--- config.mk ---
export PLATFORM = sky130hd
export DESIGN_NAME = psv_queue
export DESIGN_NICKNAME = d
export VERILOG_FILES = /design/src/rtl/core/psv_pkg.sv /design/src/rtl/core/psv_queue.sv
export SDC_FILE = /design/constraint.sdc
export NUM_CORES = 1
export LEC_CHECK = 0
export ABC_CLOCK_PERIOD_IN_PS = 13700
export BUFFER_PORTS_ARGS = -buffer_cell sky130_fd_sc_hd__buf_4
export CAP_MARGIN = 20
export CORE_ASPECT_RATIO = 0.5
export CORE_MARGIN = 2
export CORE_UTILIZATION = 61
export CTS_CLUSTER_DIAMETER = 120
export DETAILED_ROUTE_END_ITERATION = 12
export PLACE_DENSITY = 0.84
export SYNTH_ARGS = -nofsm -noshare
export SYNTH_HDL_FRONTEND = slang
export SYNTH_SLANG_ARGS = --single-unit
--- constraint.sdc ---
create_clock -name clk_i -period 13.7 [get_ports clk_i]
set_input_delay 0.685 -clock clk_i [delete_from_list [all_inputs] [get_ports clk_i]]
set_output_delay 0.685 -clock clk_i [all_outputs]
set_load 0.05 [all_outputs]
--- src/rtl/core/psv_pkg.sv ---
package psv_pkg;

  // Part table
  localparam int unsigned MaxParts = 256;
  localparam int unsigned PartIdxW = $clog2(MaxParts);
  localparam int unsigned PartCntW = PartIdxW + 1;

  // Command queue between parser and area engine (power of two)
  localparam int unsigned QDepth = 4;
  localparam int unsigned QPtrW  = $clog2(QDepth);

  // Fixed-point scale of coordinates
  localparam int FracBits = 32;

  localparam logic [31:0] FileCode     = 32'd9994;
  localparam logic [31:0] VersionCode  = 32'd1000;
  localparam logic [31:0] ShapePolygon = 32'd5;
  localparam logic [31:0] ShapeNull    = 32'd0;
  localparam logic [63:0] LonLimit     = 64'h4066_8000_0000_0000;
  localparam logic [63:0] LatLimit     = 64'h4056_8000_0000_0000;

  typedef enum logic [1:0] {
    KIND_RING   = 2'd0,
    KIND_ACCEPT = 2'd1,
    KIND_ERROR  = 2'd2
  } kind_e;

  typedef enum logic [3:0] {
    ERR_NONE       = 4'd0,
    ERR_TRUNC      = 4'd1,
    ERR_FILE_CODE  = 4'd2,
    ERR_VERSION    = 4'd3,
    ERR_SHAPE      = 4'd4,
    ERR_COORD      = 4'd5,
    ERR_LENGTH     = 4'd6,
    ERR_MALFORMED  = 4'd7,
    ERR_DEGENERATE = 4'd8,
    ERR_PARTS      = 4'd9
  } err_e;

  // Non-ring result (accept or error)
  typedef struct packed {
    logic        v;
    kind_e       kind;
    logic [31:0] rec;
    err_e        err;
  } ev_t;

  // One entry of the parser-to-engine queue
  typedef struct packed {
    logic        sof;
    logic        pt;
    logic        pt_first;
    logic        pt_last;
    logic [31:0] pt_rec;
    logic [7:0]  pt_part;
    logic [63:0] x_bits;
    logic [63:0] y_bits;
    ev_t         ev;
  } cmd_t;

  function automatic ev_t mk_err(err_e e, logic [31:0] r);
    ev_t x;
    x.v    = 1'b1;
    x.kind = KIND_ERROR;
    x.rec  = r;
    x.err  = e;
    return x;
  endfunction

endpackage

--- src/rtl/core/psv_queue.sv ---
module psv_queue (
  input  logic            clk_i,
  input  logic            rst_ni,
  input  logic            push_i,
  input  psv_pkg::cmd_t   push_data_i,
  output logic            full_o,
  input  logic            pop_i,
  output psv_pkg::cmd_t   pop_data_o,
  output logic            empty_o
);
  import psv_pkg::*;

  cmd_t             mem_q [QDepth];
  logic [QPtrW-1:0] wr_q, rd_q;
  logic [QPtrW:0]   cnt_q;

  assign full_o     = cnt_q == (QPtrW + 1)'(QDepth);
  assign empty_o    = cnt_q == '0;
  assign pop_data_o = mem_q[rd_q];

  always_ff @(posedge clk_i) begin
    if (push_i) begin
      mem_q[wr_q] <= push_data_i;
    end
  end

  always_ff @(posedge clk_i or negedge rst_ni) begin
    if (!rst_ni) begin
      wr_q  <= '0;
      rd_q  <= '0;
      cnt_q <= '0;
    end else begin
      if (push_i) wr_q <= wr_q + 1'b1;
      if (pop_i)  rd_q <= rd_q + 1'b1;
      if (push_i && !pop_i) begin
        cnt_q <= cnt_q + 1'b1;
      end else if (pop_i && !push_i) begin
        cnt_q <= cnt_q - 1'b1;
      end
    end
  end

`ifndef ASSERT_OFF
  a_no_overflow: assert property (@(posedge clk_i) disable iff (!rst_ni)
    push_i |-> !full_o) else $error("queue overflow");
  a_no_underflow: assert property (@(posedge clk_i) disable iff (!rst_ni)
    pop_i |-> !empty_o) else $error("queue underflow");
  a_count_up: assert property (@(posedge clk_i) disable iff (!rst_ni)
    (push_i && !pop_i) |=> cnt_q == $past(cnt_q) + 1'b1) else $error("count slip");
`endif

endmodule

# Word level (Yosys, flattened, before mapping)
# Memories as Yosys holds them, arrays and structs flattened.
# Index checks and enable logic that the tools add are counted.
# word_totals
ramBits,844
latchBits,0
n_memories,1
elab_cells,19
ff_bits,7
romBits,0
# mem_list
name,depth,word_bits,rd,rd_ports_with_merged_regs,write_ports,line,text
mem_q,4,211,1,0,1,psv_queue.sv:13,cmd_t mem_q [QDepth];
# classes
n_reduce_logical,6
n_addsub,4
div,0
n_shift,0
mux,4
magnitude_cmp,0
mul,0
eq_ne,1
bitwise_logic,0
# op_table
cell,n
$mux W3,2
$add A2 B1 Y2 const B,2
$add A3 B1 Y3 const B,1
$eq A3 B3 Y1 const B,1
$logic_not A3 Y1,1
$sub A3 B1 Y3 const B,1
$logic_and A1 B1 Y1,2
$logic_not A1 Y1,2
$mux W1,2
$reduce_bool A2 Y1,1

# Depth between registers and ports, before layout
# Gate-level depths: netlist of the first run.
# logic_depth
ltp_word,4
mapped_depth,7
ltp_nobuf,7

# Least setup slack after synthesis of the first run
# OpenSTA, ideal clock, no wires.
# synth_timing
path_kind,input to register
from,input port push_i
to,memory mem_q[1][0] (netlist name) (enable)
path_buffers,0
setup_time_ns,0.597
cell_stages,1
slack_ns,7.635
arrival_time_ns,5.468
required_time_ns,13.103
cell_sequence,and2_1
# synth_via
elab_chain_cells,2
# synth_rtl
element,line,text
"start, declared",psv_queue.sv:4,"input logic push_i,"
$mux W1,psv_queue.sv:22,if (push_i) begin
$mux W1 (implied by the code),psv_queue.sv:23,mem_q[wr_q] <= push_data_i;
"end, declared",psv_queue.sv:13,
# No other way between the ends.

==> run metrics, run 1 <==
compound-cell area share of the yosys netlist 0.0001622; Initial Util 0.6160; mux cell area share after synthesis 0.1544; RSZ-0062 raised after global routing no; Setup TNS 0 ps; syn nets between 1,000 and 1,500; part of the cycle the worst path needs 0.3623; Worst setup EP type output port; Final setup viols 0; worst-margin pin slew approximately 1200 ps; final hold slack 270.7 ps; Core Util, Final 0.7408; layout cells sized above 1 0.4602; IO Count approximately 430; largest family of logic cells by synthesized area multiplexers; Die Ht around 160 um; GRT overflow 0; Critical Path AT 4280 ps; wire length per cell approximately 30 um; post-synthesis sequential area ratio 0.8273; syn avg cell area 27.13 um^2; most frequent cells in the layout edfxtp_1 (844), buf_4 (437), mux4_2 (211); Num CTS Buffers 71; drt total wl around 70,000 um; most common cell after layout, fill and taps aside edfxtp_1; vias in the first global route about 15,000; skew final approximately 25 ps; Max VDD drop 187.4 uV; hold_sp push_data_i[113]; initial antenna violation count 16; die area 0.05249 mm^2; Fmax achieved between 0.2 and 0.25 GHz; WHS Endpoint mem_q[1][113]$_DFFE_PP_; CTS Buffer Depth 3; post-synthesis simple-gate area fraction 0.001582; via count approximately 14,000; detailed-route DRC error count 0; fillers between 2,000 and 3,000; GPL Wtd Cong between 0.7 and 0.8; DP HPWL a little under 40,000 um; Die Span X approximately 320 um; yosys warns 0; port bufs approximately 430; post-route minimum period just under 5000 ps; P&R area growth vs syn 20.24%; largest net degree at the start of global routing between 150 and 200; max capacitance violation total 0; status finished clean; Sink Count between 800 and 900; ANT nets after route 0; synthesized area about 0.031 mm^2; core box area ~0.05 mm^2; critical path peak fanout between 70 and 80; number of vias per cell 6.157; number of synthesized register bits around 850; DRT Pass-1 Iters 5; DRT iter0 DRCs 1,415; CTS tree built; gr usage total 0.2617; Reg2Reg Depth 5; PwrDens roughly 250 mW/mm^2; Worst Hold Class primary input to flop; Max H-tree Level 3; first-pass GRT wire length about 100,000 um; max-slew violation count 0; Setup CP Type flop to output port; Slew Limit Headroom 0.2226; reg2reg start wr_q[0]$_DFFE_PN0P_; crit start category flop; Synth Area in XOR/XNOR 0.001704; Resize count post-CTS 0; CP required ~13,000 ps; r2r setup slk approximately 10,000 ps; Reg clk slew, reported paths 70 ps; Static Leak 12.58 nW; Clock Latency Late Sink about 610 ps; final net count 1,825; cell count after synthesis around 1,100; Worst Hold Depth 1; Hold Fails Final Rpt 0; Synth Area in Adders 0.002677; # rows slightly below 60; Yosys cell types 18; Clock Tree Root clkbuf_16; worst reg2reg endpoint mem_q[2][59]$_DFFE_PP_
repair_timing:
| action | CTS | global route |
|---|---|---|
| hold buffers | 1 | 0 |
| buffers inserted | 0 | 0 |
| hold endpoints to repair | 7 | 0 |
worst max-delay path by stage:
stage                              startpoint               endpoint  cells after the start  slack, ps
after floorplan                        push_i  mem_q[1][0]$_DFFE_PP_                      1       7640
after global placement    rd_q[1]$_DFFE_PN0P_         pop_data_o[64]                      4       9260
after detailed placement  rd_q[1]$_DFFE_PN0P_         pop_data_o[21]                      4       9210
after CTS                 rd_q[1]$_DFFE_PN0P_         pop_data_o[24]                      4       8530
after global routing      rd_q[1]$_DFFE_PN0P_         pop_data_o[24]                      5       8600
final                     rd_q[1]$_DFFE_PN0P_         pop_data_o[16]                      5       8740
per-layer routing:
| metal | wire, um | share of wire | track usage | vias up |
|---|---|---|---|---|
| li1 | - | - | - | 5891 |
| met1 | 23460 | 0.34 | 0.3037 | 7610 |
| met2 | 37870 | 0.55 | 0.4698 | 686 |
| met3 | 3361 | 0.049 | 0.04303 | 201 |
| met4 | 4303 | 0.062 | 0.1495 | 0 |
| met5 | 0 | 0 | 0 | - |
report_power, final:
group          leakage, nW  internal [mW]  switching [mW]
combinational         3.61           1.25            2.55
clock                 1.14           1.13           0.928
sequential            7.83           3.41           0.193
synth_stat cells:
master | number | area share
nor2_1 | 1 | 0.00012
clkbuf_1 | 4 | 0.00049
fa_1 | 1 | 0.00065
buf_6 | 20 | 0.0073
xor2_1 | 4 | 0.0011
mux4_2 | 211 | 0.15
dfrtp_1 | 7 | 0.0057
ha_1 | 5 | 0.0020
xnor2_1 | 2 | 0.00057
nor3_1 | 1 | 0.00016
o21ai_0 | 1 | 0.00016
edfxtp_1 | 844 | 0.82
buf_2 | 24 | 0.0039
nor3b_1 | 1 | 0.00024
nand2_1 | 2 | 0.00024
and2_1 | 4 | 0.00081
mux2_2 | 1 | 0.00037
inv_1 | 4 | 0.00049
stage by stage:
step,instance area (um^2),std cells,setup WS (ps),total power [mW]
floorplan,30850,1137,7635,6.425
finish,37090,2337,8737,9.458
global route,37090,2337,8602,9.716
global placement,34670,2189,9265,7.328
CTS,37020,2319,8530,9.509
detailed placement,34670,2189,9211,7.423
logic make-up (layout without fill, tap and decap cells):
group / after synthesis / after routing
AOI/OAI and AO/OA: 1 / 1
xor gates and xnor gates: 6 / 6
adders and majority gates: 6 / 6
buffers and inverters: 52 / 575
DFF: 851 / 851
muxes: 212 / 212
other: 0 / 17
and+or+nand+nor: 9 / 9
critical path, stage by stage, from the launching register on:
cell,delay [ps]
dfrtp_4,1040
buf_4,590
buf_16,310
buf_4,910
mux4_2,450
buf_4,220
area by class of cell:
class | instances | area (um^2) | share of cell area
inverters | 4 | 15.01 | 0.0004048
well taps | 660 | 825.8 | 0.02226
multi-input cells | 234 | 4962 | 0.1338
repair buffers | 442 | 3378 | 0.09108
clock buffers | 97 | 1987 | 0.05357
clock inverters | 32 | 354.1 | 0.009546
diodes | 17 | 42.54 | 0.001147
flip-flops and latches | 851 | 25530 | 0.6882
registers in the layout, summed over array words and instances (netlist names):
name	flops
mem_q	844
rd_q	2
wr_q	2
cnt_q	3
Note: power is estimated with default switching activity, not from simulation.
==> run 2, diff against run 1 <==
--- a/config.mk
+++ b/config.mk
@@ -5,15 +5,16 @@
 export SDC_FILE = /design/constraint.sdc
 export NUM_CORES = 1
 export LEC_CHECK = 0
-export ABC_CLOCK_PERIOD_IN_PS = 13700
+export ABC_AREA = 1
+export ABC_CLOCK_PERIOD_IN_PS = 4340
 export BUFFER_PORTS_ARGS = -buffer_cell sky130_fd_sc_hd__buf_4
 export CAP_MARGIN = 20
 export CORE_ASPECT_RATIO = 0.5
 export CORE_MARGIN = 2
-export CORE_UTILIZATION = 61
+export CORE_UTILIZATION = 52
 export CTS_CLUSTER_DIAMETER = 120
 export DETAILED_ROUTE_END_ITERATION = 12
-export PLACE_DENSITY = 0.84
+export PLACE_DENSITY = 0.76
 export SYNTH_ARGS = -nofsm -noshare
 export SYNTH_HDL_FRONTEND = slang
 export SYNTH_SLANG_ARGS = --single-unit
==> constraint.sdc (replaced) <==
create_clock -name clk_i -period 4.34 [get_ports clk_i]
set_input_delay 0.217 -clock clk_i [delete_from_list [all_inputs] [get_ports clk_i]]
set_output_delay 0.217 -clock clk_i [all_outputs]
set_load 0.05 [all_outputs]
==> run metrics, run 2 <==
Synth Flop Type edfxtp_1; # rows 66; first-pass GRT wire length ~120,000 um; Worst setup EP type output port; max capacitance violation total 0; drt total wl 77,180 um; Initial Util 0.5256; IO Count roughly 430; Final setup viols 0; max FFs per register about 840; Hold Fails Final Rpt 0; placed insts approximately 3,700; cell taking the most area after synthesis edfxtp_1; syn avg cell area ~14 um^2; area share of the largest cell type after synthesis 0.7429; part of the cycle the worst path needs 0.7286; Async SR Flop Fraction 0.008226; die area between 0.06 and 0.07 mm^2; Num CTS Buffers 73; crit start category flop; synth top area cells edfxtp_1 (74%), o211ai_1 (9.3%), nand2_1 (7.1%), inv_1 (4.8%), buf_6 (2.6%); largest net degree at the start of global routing 113; Max VDD drop ~500 uV; wire length per cell roughly 19 um; Clock Latency Late Sink 620 ps; Static Leak ~17 nW; ANT nets after route 0; Worst Hold Depth 2; CTS Buffer Depth 3; DRT iter0 DRCs between 1,000 and 1,500; skew final 32.37 ps; CTS tree built; Setup TNS 0 ps; Largest Register mem_q; Core Util, Final 0.6516; yosys warns 0; Sink Count between 800 and 900; core box area about 0.065 mm^2; most frequent cells in the layout edfxtp_1 (844), nand2_1 (646), buf_4 (449); Setup CP Type flop to output port; CP required around 4100 ps; Clock Tree Root clkbuf_16; RSZ-0062 raised after global routing no; detailed-route DRC error count 0; Critical Path AT around 2900 ps; Fmax achieved roughly 0.32 GHz; Post-Layout Cell Count approximately 4,100; end point of the critical path pop_data_o[70]; GPL Wtd Cong roughly 0.78; worst-margin pin slew 968.4 ps; via count ~21,000; gr usage total 0.2220; port bufs around 430; vias in the first global route 21,160; GRT overflow 0; top post-synthesis cells by count edfxtp_1 (844), nand2_1 (646), inv_1 (433); synthesized area roughly 0.034 mm^2; Die Ht around 190 um; number of synthesized register bits 851; Yosys cell types 18; postcts setup bufs 0; Die Span X 366.2 um; post-synthesis sequential area ratio 0.7481; layout cells sized above 1 0.1824; Reg clk slew, reported paths about 70 ps; P&R area growth vs syn 23.97%; Top Registers mem_q: 844 flops, cnt_q: 3 flops; most common cell after layout, fill and taps aside edfxtp_1; Reg2Reg Depth 5; final net count ~3,400; max-slew violation count 0; DRT Pass-1 Iters 5; reg2reg start wr_q[0]$_DFFE_PN0P_; status finished clean; Worst Hold Class primary input to flop; cell count after synthesis between 2,000 and 3,000; r2r setup slk around 1800 ps; DP HPWL 44,790 um; crit path launch rd_q[1]$_DFFE_PN0P_; EDFF count, synth 844; PwrDens roughly 800 mW/mm^2; number of vias per cell roughly 5.2; post-route minimum period roughly 3200 ps; worst reg2reg endpoint mem_q[2][78]$_DFFE_PP_; Slew Limit Headroom 0.3530; initial antenna violation count 6; Max H-tree Level 3; critical path peak fanout 99; most frequent cell after synthesis edfxtp_1; syn nets 2,731
## run 2: kinds of logic after synthesis
group | share of synthesized area
XOR/XNOR | 0.001027
AND/OR/NAND/NOR | 0.07170
buffers and inverters | 0.08377
adder cells (fa/ha/maj) | 0.002421
flip-flops | 0.7481
AO/OA/AOI/OAI | 0.09301
## run 2: per-stage QoR
step	hold slack, ps	instance area (um^2)	power, mW	setup WS [ps]
floorplan	-78.59	34130	22.39	85.76
global placement	40.62	37790	26.23	1657
detailed placement	40.68	37790	26.48	1653
CTS	300.2	42220	32.96	1151
global route	312.6	42280	34.28	1060
finish	337.8	42290	32.92	1178
## run 2: layer usage
metal | up-vias | wire length [um] | track usage
met5 | - | 0 | 0
met4 | 0 | 4316 | 0.1220
met3 | 218 | 2684 | 0.02918
met2 | 583 | 42170 | 0.4183
met1 | 10570 | 28010 | 0.2457
li1 | 9997 | - | -
## run 2: final cells by class
type,count,area [um^2]
antenna,10,25.02
clock buffer,89,1929
clock inverter,36,347.8
fill,4378,22620
inverter,434,1649
multi-input combinational,1083,5737
sequential,851,25530
tap,884,1106
timing repair buffer,686,5971
## run 2: power breakdown
part	switching, mW	internal (mW)	total (mW)	leakage (nW)
sequential	0.443	10.7	11.2	7.83
combinational	11.2	4.14	15.4	7.83
clock	2.87	3.48	6.35	1.12
total	14.6	18.4	32.9	16.8
## run 2: worst max-delay path, cell delays in order, from the launching register on
cell and delay [ps]:
dfrtp_4 710, inv_6 460, buf_12 460, o211ai_1 210, nand2_1 150, buf_4 210
## run 2: how the worst min path moves through the flow
stage                         start                      to  slack [ps]
detailed placement           rst_ni    cnt_q[2]$_DFFE_PN0P_          40
finish              push_data_i[59]  mem_q[2][59]$_DFFE_PP_         340
floorplan                    rst_ni    cnt_q[0]$_DFFE_PN0P_         -80
CTS                 push_data_i[60]  mem_q[3][60]$_DFFE_PP_         300
global route        push_data_i[59]  mem_q[2][59]$_DFFE_PP_         310
global placement             rst_ni    cnt_q[0]$_DFFE_PN0P_          40
## run 2: timing repair
item	CTS	global route
hold buffers	215	0
resized for setup	0	0
endpoints found under the hold margin	855	0
==> run 3, diff against run 2 <==
--- a/config.mk
+++ b/config.mk
@@ -6,7 +6,7 @@
 export NUM_CORES = 1
 export LEC_CHECK = 0
 export ABC_AREA = 1
-export ABC_CLOCK_PERIOD_IN_PS = 4340
+export ABC_CLOCK_PERIOD_IN_PS = 2900
 export BUFFER_PORTS_ARGS = -buffer_cell sky130_fd_sc_hd__buf_4
 export CAP_MARGIN = 20
 export CORE_ASPECT_RATIO = 0.5
==> constraint.sdc (replaced) <==
create_clock -name clk_i -period 2.9 [get_ports clk_i]
set_input_delay 0.145 -clock clk_i [delete_from_list [all_inputs] [get_ports clk_i]]
set_output_delay 0.145 -clock clk_i [all_outputs]
set_load 0.05 [all_outputs]
==> run metrics, run 3 (same netlist as run 2, synthesis figures left out) <==
status finished clean; IO Count roughly 430; combinational power share 0.468; CTS Buffer Depth 3; Static Leak ~17 nW; DRT Pass-1 Iters 5; ANT nets after route 0; vias in the first global route 21,850; Resize count post-CTS 0; sw frac 0.4417; post-route minimum period 2696 ps; worst-margin pin slew 787.9 ps; hold_buf cts between 200 and 250; Final Cell Area between 0.04 and 0.05 mm^2; Critical Path AT 2550 ps; Reg clk slew, reported paths 70 ps; P&R area growth vs syn 24.68%; Sink Count approximately 850; Hold Fails Final Rpt 0; most common cell after layout, fill and taps aside edfxtp_1; skew final 22.22 ps; Die Span X around 370 um; gr usage total 0.2283; die area 0.06779 mm^2; Worst setup EP type output port; GPL Wtd Cong roughly 0.81; Final setup viols 0; layout cells sized above 1 0.1884; Initial Util 0.5256; Fmax achieved between 0.3 and 0.4 GHz; port bufs approximately 430; clock network power share 0.197; # rows 66; drt total wl 79,490 um; GRT overflow 0; Largest Register mem_q; Die Ht roughly 190 um; postcts setup bufs 0; max capacitance violation total 0; Max VDD drop approximately 740 uV; first-pass GRT wire length approximately 120,000 um; Clock Latency Late Sink roughly 630 ps; crit start category flop; DP HPWL between 40,000 and 50,000 um; RSZ-0062 raised after global routing no; Worst Hold Class primary input to flop; Psw 22.00 mW; critical path peak fanout 161; Slew Limit Headroom 0.4747; DRT iter0 DRCs ~1,700; most frequent cells in the layout edfxtp_1 (844), nand2_1 (642), buf_4 (466); initial antenna violation count 12; largest net degree at the start of global routing 162; max-slew violation count 0; Internal Power 27.80 mW; Final Total Pwr 49.81 mW; Placed Area around 0.038 mm^2; number of vias per cell 5.223; PwrDens 1171 mW/mm^2; final hold slack between 200 and 300 ps; Top Registers mem_q: 844 flops, cnt_q: 3 flops; Setup CP Type flop to output port; part of the cycle the worst path needs 0.9295; Num CTS Buffers 75; detailed-route DRC error count 0; Max H-tree Level 3; final net count roughly 3,400; CP required approximately 2800 ps; Post-Layout Cell Count just over 4,000; max FFs per register about 840; placed insts ~3,700; via count ~21,000; wire length per cell around 19 um; core box area between 0.06 and 0.07 mm^2; Clock Tree Root clkbuf_16; CTS tree built; r2r setup slk around 960 ps; Seq pwr share 0.335
## run 3: cell types whose count changed in the layout (fill, tap and decap cells not counted), sizes merged
cell,change
buf,+17
clkinv,+7
diode,+4
clkbuf,+2
bufinv,+1
clkinvlp,-1
inv,+1
## run 3: power by group through the flow
stage | clock network [mW] | registers (mW) | logic (mW)
after floorplan | 0 | 17.0 | 16.5
after global placement | 0 | 16.8 | 22.6
after detailed placement | 0 | 16.9 | 22.9
after CTS | 9.91 | 16.7 | 23.3
after global routing | 10.4 | 16.8 | 24.5
final | 9.83 | 16.7 | 23.3
## run 3: layout make-up
class / instances / area [um^2]
tap: 884 / 1106
timing repair buffer: 703 / 6091
clock buffer: 91 / 1979
clock inverter: 44 / 390.4
sequential: 851 / 25530
multi-input combinational: 1083 / 5757
inverter: 434 / 1649
antenna: 14 / 35.03
fill: 4277 / 22370
## run 3: worst paths after layout
check | endpoint | startpoint | cells after the start
setup / recovery | pop_data_o[122] | rd_q[0]$_DFFE_PN0P_ | 5
hold / removal | mem_q[0][133]$_DFFE_PP_ | push_data_i[133] | 2
setup reg to reg | mem_q[1][60]$_DFFE_PP_ | wr_q[1]$_DFFE_PN0P_ | 5
hold reg to reg | cnt_q[2]$_DFFE_PN0P_ | cnt_q[2]$_DFFE_PN0P_ | 2
max in group asynchronous | rd_q[1]$_DFFE_PN0P_ | rst_ni | 3
min in group asynchronous | cnt_q[0]$_DFFE_PN0P_ | rst_ni | 3
## run 3: metrics by stage
step / worst slack (ps) / TNS, ps / util
after global placement: 936.7 / 0 / 0.5851
after CTS: 247.1 / 0 / 0.6548
after detailed placement: 925.6 / 0 / 0.5851
after floorplan: -1318 / -1104290 / -
after global routing: 58.82 / 0 / 0.6552
final: 204.4 / 0 / 0.6553
## run 3: routing by layer
metal / wire length [um] / vias to the layer above / global-route usage
met5: 0 / - / 0
met4: 5127 / 0 / 0.1465
met3: 2811 / 242 / 0.03552
met2: 42200 / 606 / 0.4138
met1: 29350 / 10530 / 0.2545
li1: - / 10050 / -
## run 3: critical path, cell delays in order, from the launching register on
cell,delay [ps]
dfrtp_4,640
buf_12,490
nand2_1,170
o211ai_1,150
nand2_1,90
buf_4,200
